--- src/rtl/itoa_pkg.sv ---
// ----------------------------------------------------------------------------
// itoa_pkg: shared types and constants of the integer to ASCII formatter
// Holds the transaction structs, command codes, controller states, the
// controller/datapath interface structs and the digit to character mapping.
// ----------------------------------------------------------------------------
package itoa_pkg;

  localparam int unsigned CMD_W   = 3;
  localparam int unsigned NUM_W   = 16;
  localparam int unsigned CNT_W   = 3;
  localparam int unsigned CHAR_W  = 8;

  // command codes
  localparam logic [CMD_W-1:0] CMD_UDEC  = 3'd0;
  localparam logic [CMD_W-1:0] CMD_SDEC  = 3'd1;
  localparam logic [CMD_W-1:0] CMD_FIXED = 3'd2;
  localparam logic [CMD_W-1:0] CMD_HEXB  = 3'd3;
  localparam logic [CMD_W-1:0] CMD_HEXW  = 3'd4;

  // characters
  localparam logic [CHAR_W-1:0] CHAR_ZERO  = 8'h30;
  localparam logic [CHAR_W-1:0] CHAR_UPPER = 8'h41;
  localparam logic [CHAR_W-1:0] CHAR_MINUS = 8'h2D;
  localparam logic [CHAR_W-1:0] CHAR_SPACE = 8'h20;

  // reciprocal of ten, exact for every 16-bit dividend with a shift of 19
  localparam logic [NUM_W-1:0] RECIP_TEN = 16'd52429;
  localparam int unsigned      RECIP_SH  = 19;

  typedef struct packed {
    logic [CMD_W-1:0] cmd;
    logic [NUM_W-1:0] number;
    logic [CNT_W-1:0] digit_count;
  } in_t;

  typedef struct packed {
    logic [CHAR_W-1:0] character;
    logic              last;
  } out_t;

  typedef enum logic [1:0] {
    ST_IDLE,
    ST_CONVERT,
    ST_SIGN,
    ST_EMIT
  } state_e;

  // controller -> datapath
  typedef struct packed {
    logic load;
    logic step;
    logic push_sign;
    logic pop;
  } dp_cmd_t;

  // datapath -> controller
  typedef struct packed {
    logic no_text;     // the offered transaction produces no characters
    logic step_final;  // the digit produced this cycle is the last one
    logic signed_mode; // the held transaction needs a sign slot
    logic pop_final;   // one character left on the stack
  } dp_status_t;

  function automatic logic [CHAR_W-1:0] digit_char(input logic [3:0] d);
    logic [CHAR_W-1:0] c;
    if (d < 4'd10) begin
      c = CHAR_ZERO + {4'b0, d};
    end else begin
      c = CHAR_UPPER + {4'b0, d} - 8'd10;
    end
    return c;
  endfunction

endpackage

--- src/rtl/itoa_dpath.sv ---
// ----------------------------------------------------------------------------
// itoa_dpath: digit datapath of the integer to ASCII formatter
// Holds the working value, produces one digit per step into a character
// stack (least significant first) and pops characters most significant first.
// ----------------------------------------------------------------------------
module itoa_dpath #(
  parameter int unsigned MAX_WIDTH = 7
) (
  input  logic                 clk_i,
  input  logic                 rst_ni,
  input  itoa_pkg::in_t        item_i,
  input  itoa_pkg::dp_cmd_t    cmd_i,
  output itoa_pkg::dp_status_t status_o,
  output logic                 strobe_o,
  output itoa_pkg::out_t       result_o
);

  localparam int unsigned DEPTH = (MAX_WIDTH > 6) ? MAX_WIDTH : 6;
  localparam int unsigned FW    = $clog2(DEPTH + 1);

  logic [itoa_pkg::CMD_W-1:0]  mode_q;
  logic [itoa_pkg::NUM_W-1:0]  val_q, val_d;
  logic [itoa_pkg::CNT_W-1:0]  left_q, left_d;
  logic                        neg_q;
  logic [itoa_pkg::CHAR_W-1:0] stack_q [DEPTH];
  logic [FW-1:0]               fill_q;
  logic                        strobe_q;
  itoa_pkg::out_t              result_q;

  // load decode
  logic                       in_neg;
  logic [itoa_pkg::CNT_W-1:0] in_cnt;
  logic [itoa_pkg::NUM_W-1:0] in_val;

  always_comb begin
    in_neg = (item_i.cmd == itoa_pkg::CMD_SDEC) && item_i.number[itoa_pkg::NUM_W-1];
    in_cnt = (item_i.digit_count > itoa_pkg::CNT_W'(MAX_WIDTH))
           ? itoa_pkg::CNT_W'(MAX_WIDTH) : item_i.digit_count;
    if (in_neg) begin
      in_val = '0 - item_i.number;
    end else if (item_i.cmd == itoa_pkg::CMD_FIXED || item_i.cmd == itoa_pkg::CMD_HEXB) begin
      in_val = {8'b0, item_i.number[7:0]};
    end else begin
      in_val = item_i.number;
    end
  end

  // one digit step: divide by ten via reciprocal, or by sixteen via shift
  logic                       hex_mode;
  logic [31:0]                prod;
  logic [itoa_pkg::NUM_W-1:0] quo, rem, next_val;
  logic [3:0]                 digit;

  always_comb begin
    hex_mode = (mode_q == itoa_pkg::CMD_HEXB) || (mode_q == itoa_pkg::CMD_HEXW);
    prod     = val_q * itoa_pkg::RECIP_TEN;
    quo      = {3'b0, prod[31:itoa_pkg::RECIP_SH]};
    rem      = val_q - ((quo << 3) + (quo << 1));
    if (hex_mode) begin
      digit    = val_q[3:0];
      next_val = val_q >> 4;
    end else begin
      digit    = rem[3:0];
      next_val = quo;
    end
  end

  always_comb begin
    status_o.no_text = (item_i.cmd > itoa_pkg::CMD_HEXW)
                    || (item_i.cmd == itoa_pkg::CMD_FIXED && item_i.digit_count == '0);
    status_o.signed_mode = (mode_q == itoa_pkg::CMD_SDEC);
    if (mode_q == itoa_pkg::CMD_UDEC || mode_q == itoa_pkg::CMD_SDEC) begin
      status_o.step_final = (next_val == '0);
    end else begin
      status_o.step_final = (left_q == itoa_pkg::CNT_W'(1));
    end
    status_o.pop_final = (fill_q == FW'(1));
  end

  always_comb begin
    val_d  = val_q;
    left_d = left_q;
    if (cmd_i.load) begin
      val_d = in_val;
      case (item_i.cmd)
        itoa_pkg::CMD_FIXED: left_d = in_cnt;
        itoa_pkg::CMD_HEXB:  left_d = itoa_pkg::CNT_W'(2);
        itoa_pkg::CMD_HEXW:  left_d = itoa_pkg::CNT_W'(4);
        default:             left_d = '0;
      endcase
    end else if (cmd_i.step) begin
      val_d  = next_val;
      left_d = left_q - itoa_pkg::CNT_W'(1);
    end
  end

  always_ff @(posedge clk_i) begin
    val_q  <= val_d;
    left_q <= left_d;
    if (cmd_i.load) begin
      mode_q <= item_i.cmd;
      neg_q  <= in_neg;
    end
  end

  // character stack: push shifts up, pop shifts down, top at entry 0
  always_ff @(posedge clk_i) begin
    if (cmd_i.step || cmd_i.push_sign) begin
      for (int k = DEPTH - 1; k > 0; k--) begin
        stack_q[k] <= stack_q[k-1];
      end
      if (cmd_i.step) begin
        stack_q[0] <= itoa_pkg::digit_char(digit);
      end else begin
        stack_q[0] <= neg_q ? itoa_pkg::CHAR_MINUS : itoa_pkg::CHAR_SPACE;
      end
    end else if (cmd_i.pop) begin
      for (int k = 0; k < DEPTH - 1; k++) begin
        stack_q[k] <= stack_q[k+1];
      end
    end
  end

  always_ff @(posedge clk_i or negedge rst_ni) begin
    if (!rst_ni) begin
      fill_q   <= '0;
      strobe_q <= 1'b0;
    end else begin
      strobe_q <= cmd_i.pop;
      if (cmd_i.step || cmd_i.push_sign) begin
        fill_q <= fill_q + FW'(1);
      end else if (cmd_i.pop) begin
        fill_q <= fill_q - FW'(1);
      end
    end
  end

  always_ff @(posedge clk_i) begin
    if (cmd_i.pop) begin
      result_q.character <= stack_q[0];
      result_q.last      <= (fill_q == FW'(1));
    end
  end

  assign strobe_o = strobe_q;
  assign result_o = result_q;

`ifndef NO_ASSERTIONS
  a_pop_nonempty: assert property (@(posedge clk_i) disable iff (!rst_ni)
    cmd_i.pop |-> fill_q != '0)
    else $error("pop from empty character stack");

  a_push_room: assert property (@(posedge clk_i) disable iff (!rst_ni)
    (cmd_i.step || cmd_i.push_sign) |-> fill_q < FW'(DEPTH))
    else $error("push onto full character stack");

  a_last_drains: assert property (@(posedge clk_i) disable iff (!rst_ni)
    (strobe_q && result_q.last) |-> fill_q == '0)
    else $error("last character shown while stack not empty");
`endif

endmodule

--- src/rtl/itoa_ctrl.sv ---
// ----------------------------------------------------------------------------
// itoa_ctrl: sequencer of the integer to ASCII formatter
// Steps the datapath through load, digit conversion, sign slot and emission.
// ----------------------------------------------------------------------------
module itoa_ctrl (
  input  logic                 clk_i,
  input  logic                 rst_ni,
  input  logic                 start,
  output logic                 busy,
  input  itoa_pkg::dp_status_t status_i,
  output itoa_pkg::dp_cmd_t    cmd_o
);

  itoa_pkg::state_e state_q, state_d;

  always_ff @(posedge clk_i or negedge rst_ni) begin
    if (!rst_ni) begin
      state_q <= itoa_pkg::ST_IDLE;
    end else begin
      state_q <= state_d;
    end
  end

  always_comb begin
    state_d = state_q;
    cmd_o   = '0;
    busy    = (state_q != itoa_pkg::ST_IDLE);
    case (state_q)
      itoa_pkg::ST_IDLE: begin
        if (start && !status_i.no_text) begin
          cmd_o.load = 1'b1;
          state_d    = itoa_pkg::ST_CONVERT;
        end
      end
      itoa_pkg::ST_CONVERT: begin
        cmd_o.step = 1'b1;
        if (status_i.step_final) begin
          state_d = status_i.signed_mode ? itoa_pkg::ST_SIGN : itoa_pkg::ST_EMIT;
        end
      end
      itoa_pkg::ST_SIGN: begin
        cmd_o.push_sign = 1'b1;
        state_d         = itoa_pkg::ST_EMIT;
      end
      itoa_pkg::ST_EMIT: begin
        cmd_o.pop = 1'b1;
        if (status_i.pop_final) begin
          state_d = itoa_pkg::ST_IDLE;
        end
      end
      default: begin
        state_d = itoa_pkg::ST_IDLE;
      end
    endcase
  end

`ifndef NO_ASSERTIONS
  a_one_cmd: assert property (@(posedge clk_i) disable iff (!rst_ni)
    $onehot0({cmd_o.load, cmd_o.step, cmd_o.push_sign, cmd_o.pop}))
    else $error("more than one datapath command at once");

  a_load_idle: assert property (@(posedge clk_i) disable iff (!rst_ni)
    cmd_o.load |=> state_q == itoa_pkg::ST_CONVERT)
    else $error("load did not start conversion");

  a_sign_then_emit: assert property (@(posedge clk_i) disable iff (!rst_ni)
    cmd_o.push_sign |=> cmd_o.pop)
    else $error("sign slot not followed by emission");
`endif

endmodule

--- src/rtl/integer_to_ascii_formatter.sv ---
// ----------------------------------------------------------------------------
// integer_to_ascii_formatter: 16-bit integer to ASCII text
// Formats a number as unsigned decimal, signed decimal with sign slot,
// fixed-width zero-padded decimal of the low byte, or two/four hex digits,
// and emits the text one character per strobe, most significant first.
// ----------------------------------------------------------------------------
//
//   channel   | direction | handshake          | payload
//   ----------+-----------+--------------------+---------------------------
//   command   | in        | start / busy       | item_i  (cmd, number, digit_count)
//   character | out       | strobe_o, no stall | result_o (character, last)
//
// A transaction is taken when start is high while busy is low. It passes
// through a load, one digit step per digit (1..5 decimal, 1..MAX_WIDTH
// fixed, 2 or 4 hex), a sign slot in signed mode, then one pop per
// character; e.g. a five digit signed value emits six characters.
// The digit loop runs through one shared divide-by-ten unit (a
// reciprocal multiply), one digit per cycle. Each character sits on
// result_o for the single cycle that strobe_o is high; last marks the final
// one. Commands 5..7 and fixed-width with a zero count are taken and produce
// no characters. Reset clears the sequencer and the character count; no
// clearing pass is needed.
// ----------------------------------------------------------------------------
module integer_to_ascii_formatter #(
  parameter int unsigned MAX_WIDTH = 7
) (
  input  logic           clk_i,
  input  logic           rst_ni,
  input  logic           start,
  output logic           busy,
  input  itoa_pkg::in_t  item_i,
  output logic           strobe_o,
  output itoa_pkg::out_t result_o
);

  // command and status between sequencer and datapath
  itoa_pkg::dp_cmd_t    dp_cmd;
  itoa_pkg::dp_status_t dp_status;

  // sequencer: idle -> convert -> (sign) -> emit
  itoa_ctrl u_ctrl (
    .clk_i    (clk_i),
    .rst_ni   (rst_ni),
    .start    (start),
    .busy     (busy),
    .status_i (dp_status),
    .cmd_o    (dp_cmd)
  );

  // datapath: working value, digit unit, character stack, output register
  itoa_dpath #(
    .MAX_WIDTH (MAX_WIDTH)
  ) u_dpath (
    .clk_i    (clk_i),
    .rst_ni   (rst_ni),
    .item_i   (item_i),
    .cmd_i    (dp_cmd),
    .status_o (dp_status),
    .strobe_o (strobe_o),
    .result_o (result_o)
  );

`ifndef NO_ASSERTIONS
  // the final character leaves with the block already free again
  a_last_frees: assert property (@(posedge clk_i) disable iff (!rst_ni)
    (strobe_o && result_o.last) |-> !busy)
    else $error("final character shown while still busy");

  // no character appears unless the block was working on a transaction
  a_strobe_busy: assert property (@(posedge clk_i) disable iff (!rst_ni)
    strobe_o |-> $past(busy))
    else $error("character strobe without a transaction");

  // an accepted transaction with text keeps the block busy next cycle
  a_accept_busy: assert property (@(posedge clk_i) disable iff (!rst_ni)
    (start && !busy && !dp_status.no_text) |=> busy)
    else $error("accepted transaction did not start");
`endif

endmodule
--- config.mk ---
export PLATFORM = sky130hd
export DESIGN_NAME = integer_to_ascii_formatter
export DESIGN_NICKNAME = d
export VERILOG_FILES = /design/src/rtl/itoa_pkg.sv /design/src/rtl/itoa_dpath.sv /design/src/rtl/itoa_ctrl.sv /design/src/rtl/integer_to_ascii_formatter.sv
export SDC_FILE = /design/constraint.sdc
export NUM_CORES = 1
export LEC_CHECK = 0
export BUFFER_PORTS_ARGS = -buffer_cell sky130_fd_sc_hd__clkbuf_2
export CAP_MARGIN = 20
export CORE_UTILIZATION = 59
export CTS_CLUSTER_SIZE = 24
export DETAILED_ROUTE_END_ITERATION = 6
export GPL_ROUTABILITY_DRIVEN = 0
export PLACE_DENSITY = 0.77
export SLEW_MARGIN = 20
export SYNTH_ARGS = -nofsm -noshare
export SYNTH_HDL_FRONTEND = slang
export SYNTH_SLANG_ARGS = --single-unit
--- constraint.sdc ---
create_clock -name clk_i -period 9.1 [get_ports clk_i]
set_input_delay 1.82 -clock clk_i [delete_from_list [all_inputs] [get_ports clk_i]]
set_output_delay 1.82 -clock clk_i [all_outputs]
set_load 0.02 [all_outputs]
==> results.json, run 1 <==
{
  "synth_edf_count": 88,
  "cts_inserted_buffers": 9,
  "start_util": 0.607,
  "clk_pin_slew_ps": 70,
  "finalNetCount": 1224,
  "setup_violations": 0,
  "finalHoldViolCount": 0,
  "htree_levels": 3,
  "cp.buffers_inverters": 4,
  "grt_pass1_vias": 6716,
  "start_kind": "register",
  "min_period_ps": 7200,
  "wl_per_cell_um": 17.3,
  "cp_slowest_cell": "edfxtp_1",
  "num_antenna_cells": 0,
  "crit_path_max_incr_delay_ps": 590,
  "worstPathRequired_ps": 9200,
  "grt_most_used_layer": "met2",
  "reg2reg_slack_ps": 1900,
  "area_delta_synth_final_pct": 7.11,
  "drc": 0,
  "wirelength_um": 20700,
  "hold_path.class": "reg2reg",
  "postSynthCellCount": 946,
  "cts_setup_buffers": 0,
  "dieHeight_um": 130,
  "antenna_left": 0,
  "yosysTopAreaCellShare": 0.272,
  "skew_ps": 12.8,
  "ys_ff_latch": 94,
  "worst_slew_pin_slew_ps": 959,
  "startpoint": "u_dpath.val_q[3]",
  "grt_overflow": 0,
  "cts-resized-gates": 0,
  "maxCapViolations": 0,
  "seq_area_frac_synth": 0.287,
  "yosys-top-cells-area": "edfxtp_1, ha_1, fa_1",
  "crit_path_cell_trace": "ha_1 > inv_1 > fa_1 > inv_1 > fa_1 > fa_1 > fa_1 > inv_1 > fa_1 > inv_1 > ha_1 > a2111oi_2 > o21ai_1 > o21ai_0 > o21ai_0 > xor2_1 > ha_1 > nand2_1 > nand3_1 > xor3_1 > nor2_4 > mux2i_2 > nand2_1 > a22o_1",
  "drive_above_1_share": 0.116,
  "drt-vias-per-instance": 5.63,
  "grt_start_max_net_pins": 63,
  "cp_num_cells": 24,
  "syn_nets": 1196,
  "critPathTopFamily": "adder cells",
  "num_vias": 6728,
  "synth_top_family_by_area": "adder cells",
  "gr-usage-met1": 0.363,
  "use_met3": 0.0451,
  "core_um2": 16000,
  "yosysMostFrequentCell": "inv_1",
  "worstReg2RegEnd": "u_dpath.stack_q[0][4]",
  "root_buffer": "clkbuf_16",
  "critPathArrivalTime_ps": 7300,
  "yosys.area.top_type": "edfxtp_1",
  "gr-usage-all-layers": 0.262,
  "rows": 46,
  "syn_avg_cell_area_um2": 10.3,
  "dp_hpwl_um": 17000,
  "ys_warn_count": 0,
  "synth_async_sr_flop_share": 0.0638,
  "cts_hold_buf": 0,
  "syn_area_um2": 9720,
  "synth-compound-area-share": 0.100,
  "critPathKind": "reg2reg",
  "synthTopCellsByCount": "inv_1, ha_1, edfxtp_1",
  "portBuffers": 35,
  "cp-endpoint": "u_dpath.stack_q[0][4]",
  "die_x_um": 130,
  "drtIter0Drc": 415,
  "antenna_found_initial": 0,
  "pin_count": 36,
  "critPathCaptureType": "register",
  "drv_slew": 0,
  "reg2reg_depth": 24,
  "tritoncts": "done",
  "slew-limit-headroom": 0.361,
  "grt_pass1_wl_um": 33500,
  "clock_tree.buffer_depth": 2,
  "grtUsageMet2": 0.421,
  "synth_mux_area_frac": 0.0593,
  "synth_cell_types": 67,
  "synth_ff_type": "edfxtp_1",
  "crit_top_cell": "fa_1",
  "status": "finished clean",
  "clk_latency_ps": 350,
  "dieArea_um2": 17000,
  "fmax_mhz": 139,
  "clock_sinks": 94,
  "synth-adder-area-share": 0.351,
  "dr.pass1.iters": 4,
  "rsz0062_at_grt": "false",
  "yosys.area_share.simple": 0.0868,
  "r2r_start": "u_dpath.val_q[3]",
  "path_max_fanout": 12,
  "setup_tns_ps": 0,
  "fin_crit_sh": 0.792,
  "synth-xor-area-share": 0.0275
}
cell usage in the layout, fill, tap and decap left out, drive strengths merged, types with 5 or more instances in the layout:
| cell type | n |
|---|---|
| a21o | 8 |
| dfrtp | 6 |
| xor2 | 18 |
| edfxtp | 88 |
| and2 | 6 |
| nand2 | 66 |
| mux2 | 42 |
| a31oi | 10 |
| ha | 146 |
| nand2b | 6 |
| nor2 | 39 |
| fa | 79 |
| clkbuf | 44 |
| a21oi | 45 |
| a211oi | 5 |
| inv | 210 |
| nor3 | 5 |
| xnor2 | 9 |
| a2111oi | 5 |
| o21ai | 37 |
| nand4 | 7 |
| mux2i | 10 |
| o21a | 6 |
| nand3 | 16 |
| nor2b | 5 |
cells by family after synthesis:
group,after synthesis
AOI/OAI and AO/OA,146
xor gates and xnor gates,28
adders and majority gates,225
buffers and inverters,228
DFF,94
muxes,52
and+or+nand+nor,173
how the worst min path moves through the flow:
stage                                      start  cells after the start  slack, ps                      to
after floorplan            u_dpath.stack_q[1][8]                      0        420  u_dpath.stack_q[1][16]
after global placement     u_dpath.stack_q[1][8]                      0        430  u_dpath.stack_q[1][16]
after detailed placement  u_dpath.stack_q[1][10]                      0        430  u_dpath.stack_q[1][18]
after CTS                 u_dpath.stack_q[1][10]                      0        450  u_dpath.stack_q[1][18]
after global routing       u_dpath.stack_q[1][8]                      0        460  u_dpath.stack_q[1][16]
final                     u_dpath.stack_q[1][10]                      0        450  u_dpath.stack_q[1][18]
flip-flops by register name, summed over array words and instances (netlist names):
| register | cells |
|---|---|
| u_ctrl.state_q | 2 |
| u_dpath.fill_q | 3 |
| u_dpath.left_q | 3 |
| u_dpath.mode_q | 3 |
| u_dpath.neg_q | 1 |
| u_dpath.result_o | 9 |
| u_dpath.stack_q | 56 |
| u_dpath.strobe_o | 1 |
| u_dpath.val_q | 16 |
stage by stage:
stage	util	hold WS, ps	setup slack [ps]	cells	area, um^2
2_1_floorplan	-	420	2600	946	9720
4_1_cts	0.651	446	1950	1195	10400
5_1_grt	0.651	456	1530	1195	10400
3_3_place_gp	0.632	427	2140	1179	10100
3_5_place_dp	0.632	434	2000	1179	10100
6_report	0.651	448	1900	1195	10400
per-layer routing:
layer | vias up | share of wire
met2 | 189 | 0.47
li1 | 3248 | -
met3 | 37 | 0.046
met1 | 3254 | 0.46
met4 | 0 | 0.023
met5 | - | 0
layout make-up:
| type | count | area, um^2 |
|---|---|---|
| Clock buffer | 9 | 225 |
| Sequential cell | 94 | 2790 |
| Fill cell | 1297 | 5590 |
| Tap cell | 216 | 270 |
| Clock inverter | 7 | 72.6 |
| Timing Repair Buffer | 38 | 198 |
| Inverter | 207 | 777 |
| Multi-Input combinational cell | 624 | 6070 |
Power of run 1 is not shown: default switching activity piles up to over one toggle a cycle in this logic, so the estimate is an artifact.
==> inputs of run 2 (changes only) <==
--- a/config.mk
+++ b/config.mk
@@ -5,13 +5,14 @@
 export SDC_FILE = /design/constraint.sdc
 export NUM_CORES = 1
 export LEC_CHECK = 0
+export ABC_AREA = 1
 export BUFFER_PORTS_ARGS = -buffer_cell sky130_fd_sc_hd__clkbuf_2
 export CAP_MARGIN = 20
 export CORE_UTILIZATION = 59
 export CTS_CLUSTER_SIZE = 24
 export DETAILED_ROUTE_END_ITERATION = 6
 export GPL_ROUTABILITY_DRIVEN = 0
-export PLACE_DENSITY = 0.77
+export PLACE_DENSITY = 0.76
 export SLEW_MARGIN = 20
 export SYNTH_ARGS = -nofsm -noshare
 export SYNTH_HDL_FRONTEND = slang
==> constraint.sdc (replaced) <==
create_clock -name clk_i -period 6.86 [get_ports clk_i]
set_input_delay 1.372 -clock clk_i [delete_from_list [all_inputs] [get_ports clk_i]]
set_output_delay 1.372 -clock clk_i [all_outputs]
set_load 0.02 [all_outputs]
==> results.json, run 2 <==
{
  "root_buffer": "clkbuf_16",
  "rsz0062_at_grt": "false",
  "status": "finished clean",
  "yosys-top-cells-area": "edfxtp_1, ha_1, fa_1",
  "yosysMostFrequentCell": "nand2_1",
  "clk_pin_slew_ps": 70,
  "maxCapViolations": 0,
  "synth_cell_types": 42,
  "syn_avg_cell_area_um2": 8.18,
  "antenna_left": 0,
  "clock_sinks": 94,
  "dp_hpwl_um": 20300,
  "worstPathRequired_ps": 6960,
  "hold_path.class": "reg2reg",
  "dieHeight_um": 134,
  "dp_cells": 1507,
  "syn_area_um2": 10300,
  "place_area_um2": 10700,
  "clk_latency_ps": 350,
  "critPathCaptureType": "register",
  "start_kind": "register",
  "fin_crit_sh": 0.940,
  "fmax_mhz": 155,
  "skew_ps": 6.55,
  "clock_tree.buffer_depth": 2,
  "cp_slowest_cell": "fa_1",
  "grt_start_max_net_pins": 60,
  "start_util": 0.612,
  "drv_slew": 0,
  "dr.pass1.iters": 5,
  "drc": 0,
  "pin_count": 36,
  "tritoncts": "done",
  "grt_pass1_wl_um": 39400,
  "portBuffers": 35,
  "worst_slew_pin_slew_ps": 1030,
  "num_vias": 8071,
  "grt_pass1_vias": 7791,
  "ys_warn_count": 0,
  "gr-usage-all-layers": 0.290,
  "path_max_fanout": 7,
  "yosys.area.top_type": "edfxtp_1",
  "yosysTopAreaCellShare": 0.258,
  "synth_edf_count": 88,
  "grt_overflow": 0,
  "drt-vias-per-instance": 5.29,
  "cts_inserted_buffers": 9,
  "synth_async_sr_flop_share": 0.0638,
  "syn_nets": 1504,
  "rows": 47,
  "drive_above_1_share": 0.0805,
  "die_x_um": 134,
  "crit_path_max_incr_delay_ps": 550,
  "area_delta_synth_final_pct": 8.04,
  "multi_input_area_um2": 6230,
  "num-fill-cells": 1375,
  "most-common-layout-cells": "nand2_1, inv_1, ha_1",
  "min_from": "u_dpath.stack_q[1][9]",
  "wirelength_um": 24200,
  "finalNetCount": 1550,
  "synthTopCellsByCount": "nand2_1, inv_1, ha_1",
  "reg2reg_depth": 28,
  "min_path_cells": 0,
  "final_common_cell": "nand2_1",
  "reg2reg_slack_ps": 410,
  "finalHoldViolCount": 0,
  "drtIter0Drc": 681,
  "critPathArrivalTime_ps": 6550,
  "largest_register": "u_dpath.stack_q",
  "design_area_um2": 11100,
  "post-route-util": 0.661,
  "crit_top_cell": "inv_1",
  "slew-limit-headroom": 0.315,
  "synth_ff_type": "edfxtp_1",
  "holdPathEnd": "u_dpath.stack_q[1][17]",
  "core_um2": 16800,
  "min_period_ps": 6450,
  "htree_levels": 3,
  "critPathKind": "reg2reg",
  "wl_per_cell_um": 15.9,
  "worstReg2RegEnd": "u_dpath.stack_q[0][0]",
  "seq_area_frac_synth": 0.272,
  "regArea_um2": 2790,
  "setup_violations": 0,
  "r2r_start": "u_dpath.val_q[3]",
  "fin_cells": 1525,
  "num_antenna_cells": 0,
  "postSynthCellCount": 1254,
  "ys_ff_latch": 94,
  "largest_reg_flops": 56,
  "antenna_found_initial": 0,
  "dieArea_um2": 17900,
  "setup_tns_ps": 0
}
==> run 2: changes by cell type in the layout (fill, tap and decap cells not counted), moves of 15 or more <==
cell	before	now
inv_1	206	306
a21oi_1	44	29
nand3_1	16	50
nand2_1	66	322
nor2_1	38	56
mux2_2	40	0
o21ai_0	30	48
==> run 2: cells by family after synthesis <==
logic type               share of synthesized area
AND/OR/NAND/NOR                              0.203
buffers and inverters                        0.120
adder cells (fa/ha/maj)                      0.332
AO/OA/AOI/OAI                               0.0533
flip-flops                                   0.272
XOR/XNOR                                    0.0187
==> run 2: layout make-up <==
cell class,count,area share
clock inverters,7,0.00858
multi-input cells,832,0.563
well taps,220,0.0248
inverters,314,0.106
flip-flops and latches,94,0.252
clock buffers,9,0.0203
repair buffers,49,0.0253
==> run 2: what timing repair did <==
action / CTS / global route
setup endpoints to repair: 0 / 1
setup buffers: 0 / 2
gates resized for setup: 0 / 0
hold buffers: 0 / 0
==> run 2: worst max-delay path, delay by kind of cell (launching register included) <==
family / cells / cell delay, ps
compound gates: 1 / 220
xor+xnor: 2 / 330
fa+ha+maj: 8 / 3560
buf+inv: 7 / 540
flops: 1 / 540
simple gates: 10 / 1020
==> run 2: routing by layer <==
metal	vias to the layer above	wire, um	global-route usage
li1	3987	-	-
met1	3763	11200	0.421
met2	282	10700	0.443
met3	39	1830	0.0574
met4	0	471	0.0770
met5	-	0	0
==> run 2: how the worst max path moves through the flow <==
stage | from | cells past startpoint | endpoint
CTS | u_dpath.val_q[3] | 28 | u_dpath.stack_q[0][1]
global route | u_dpath.val_q[3] | 31 | u_dpath.stack_q[0][0]
global placement | u_dpath.val_q[4] | 32 | u_dpath.stack_q[0][0]
finish | u_dpath.val_q[3] | 28 | u_dpath.stack_q[0][0]
floorplan | u_dpath.val_q[4] | 32 | u_dpath.stack_q[0][1]
detailed placement | u_dpath.val_q[3] | 28 | u_dpath.stack_q[0][1]
==> run 2: through the flow <==
stage,hold slack [ps],setup WS (ps)
2_1_floorplan,427,728
3_3_place_gp,430,543
3_5_place_dp,441,437
4_1_cts,456,421
5_1_grt,466,9.48
6_report,453,411
Power of run 2 is left out for the same reason.
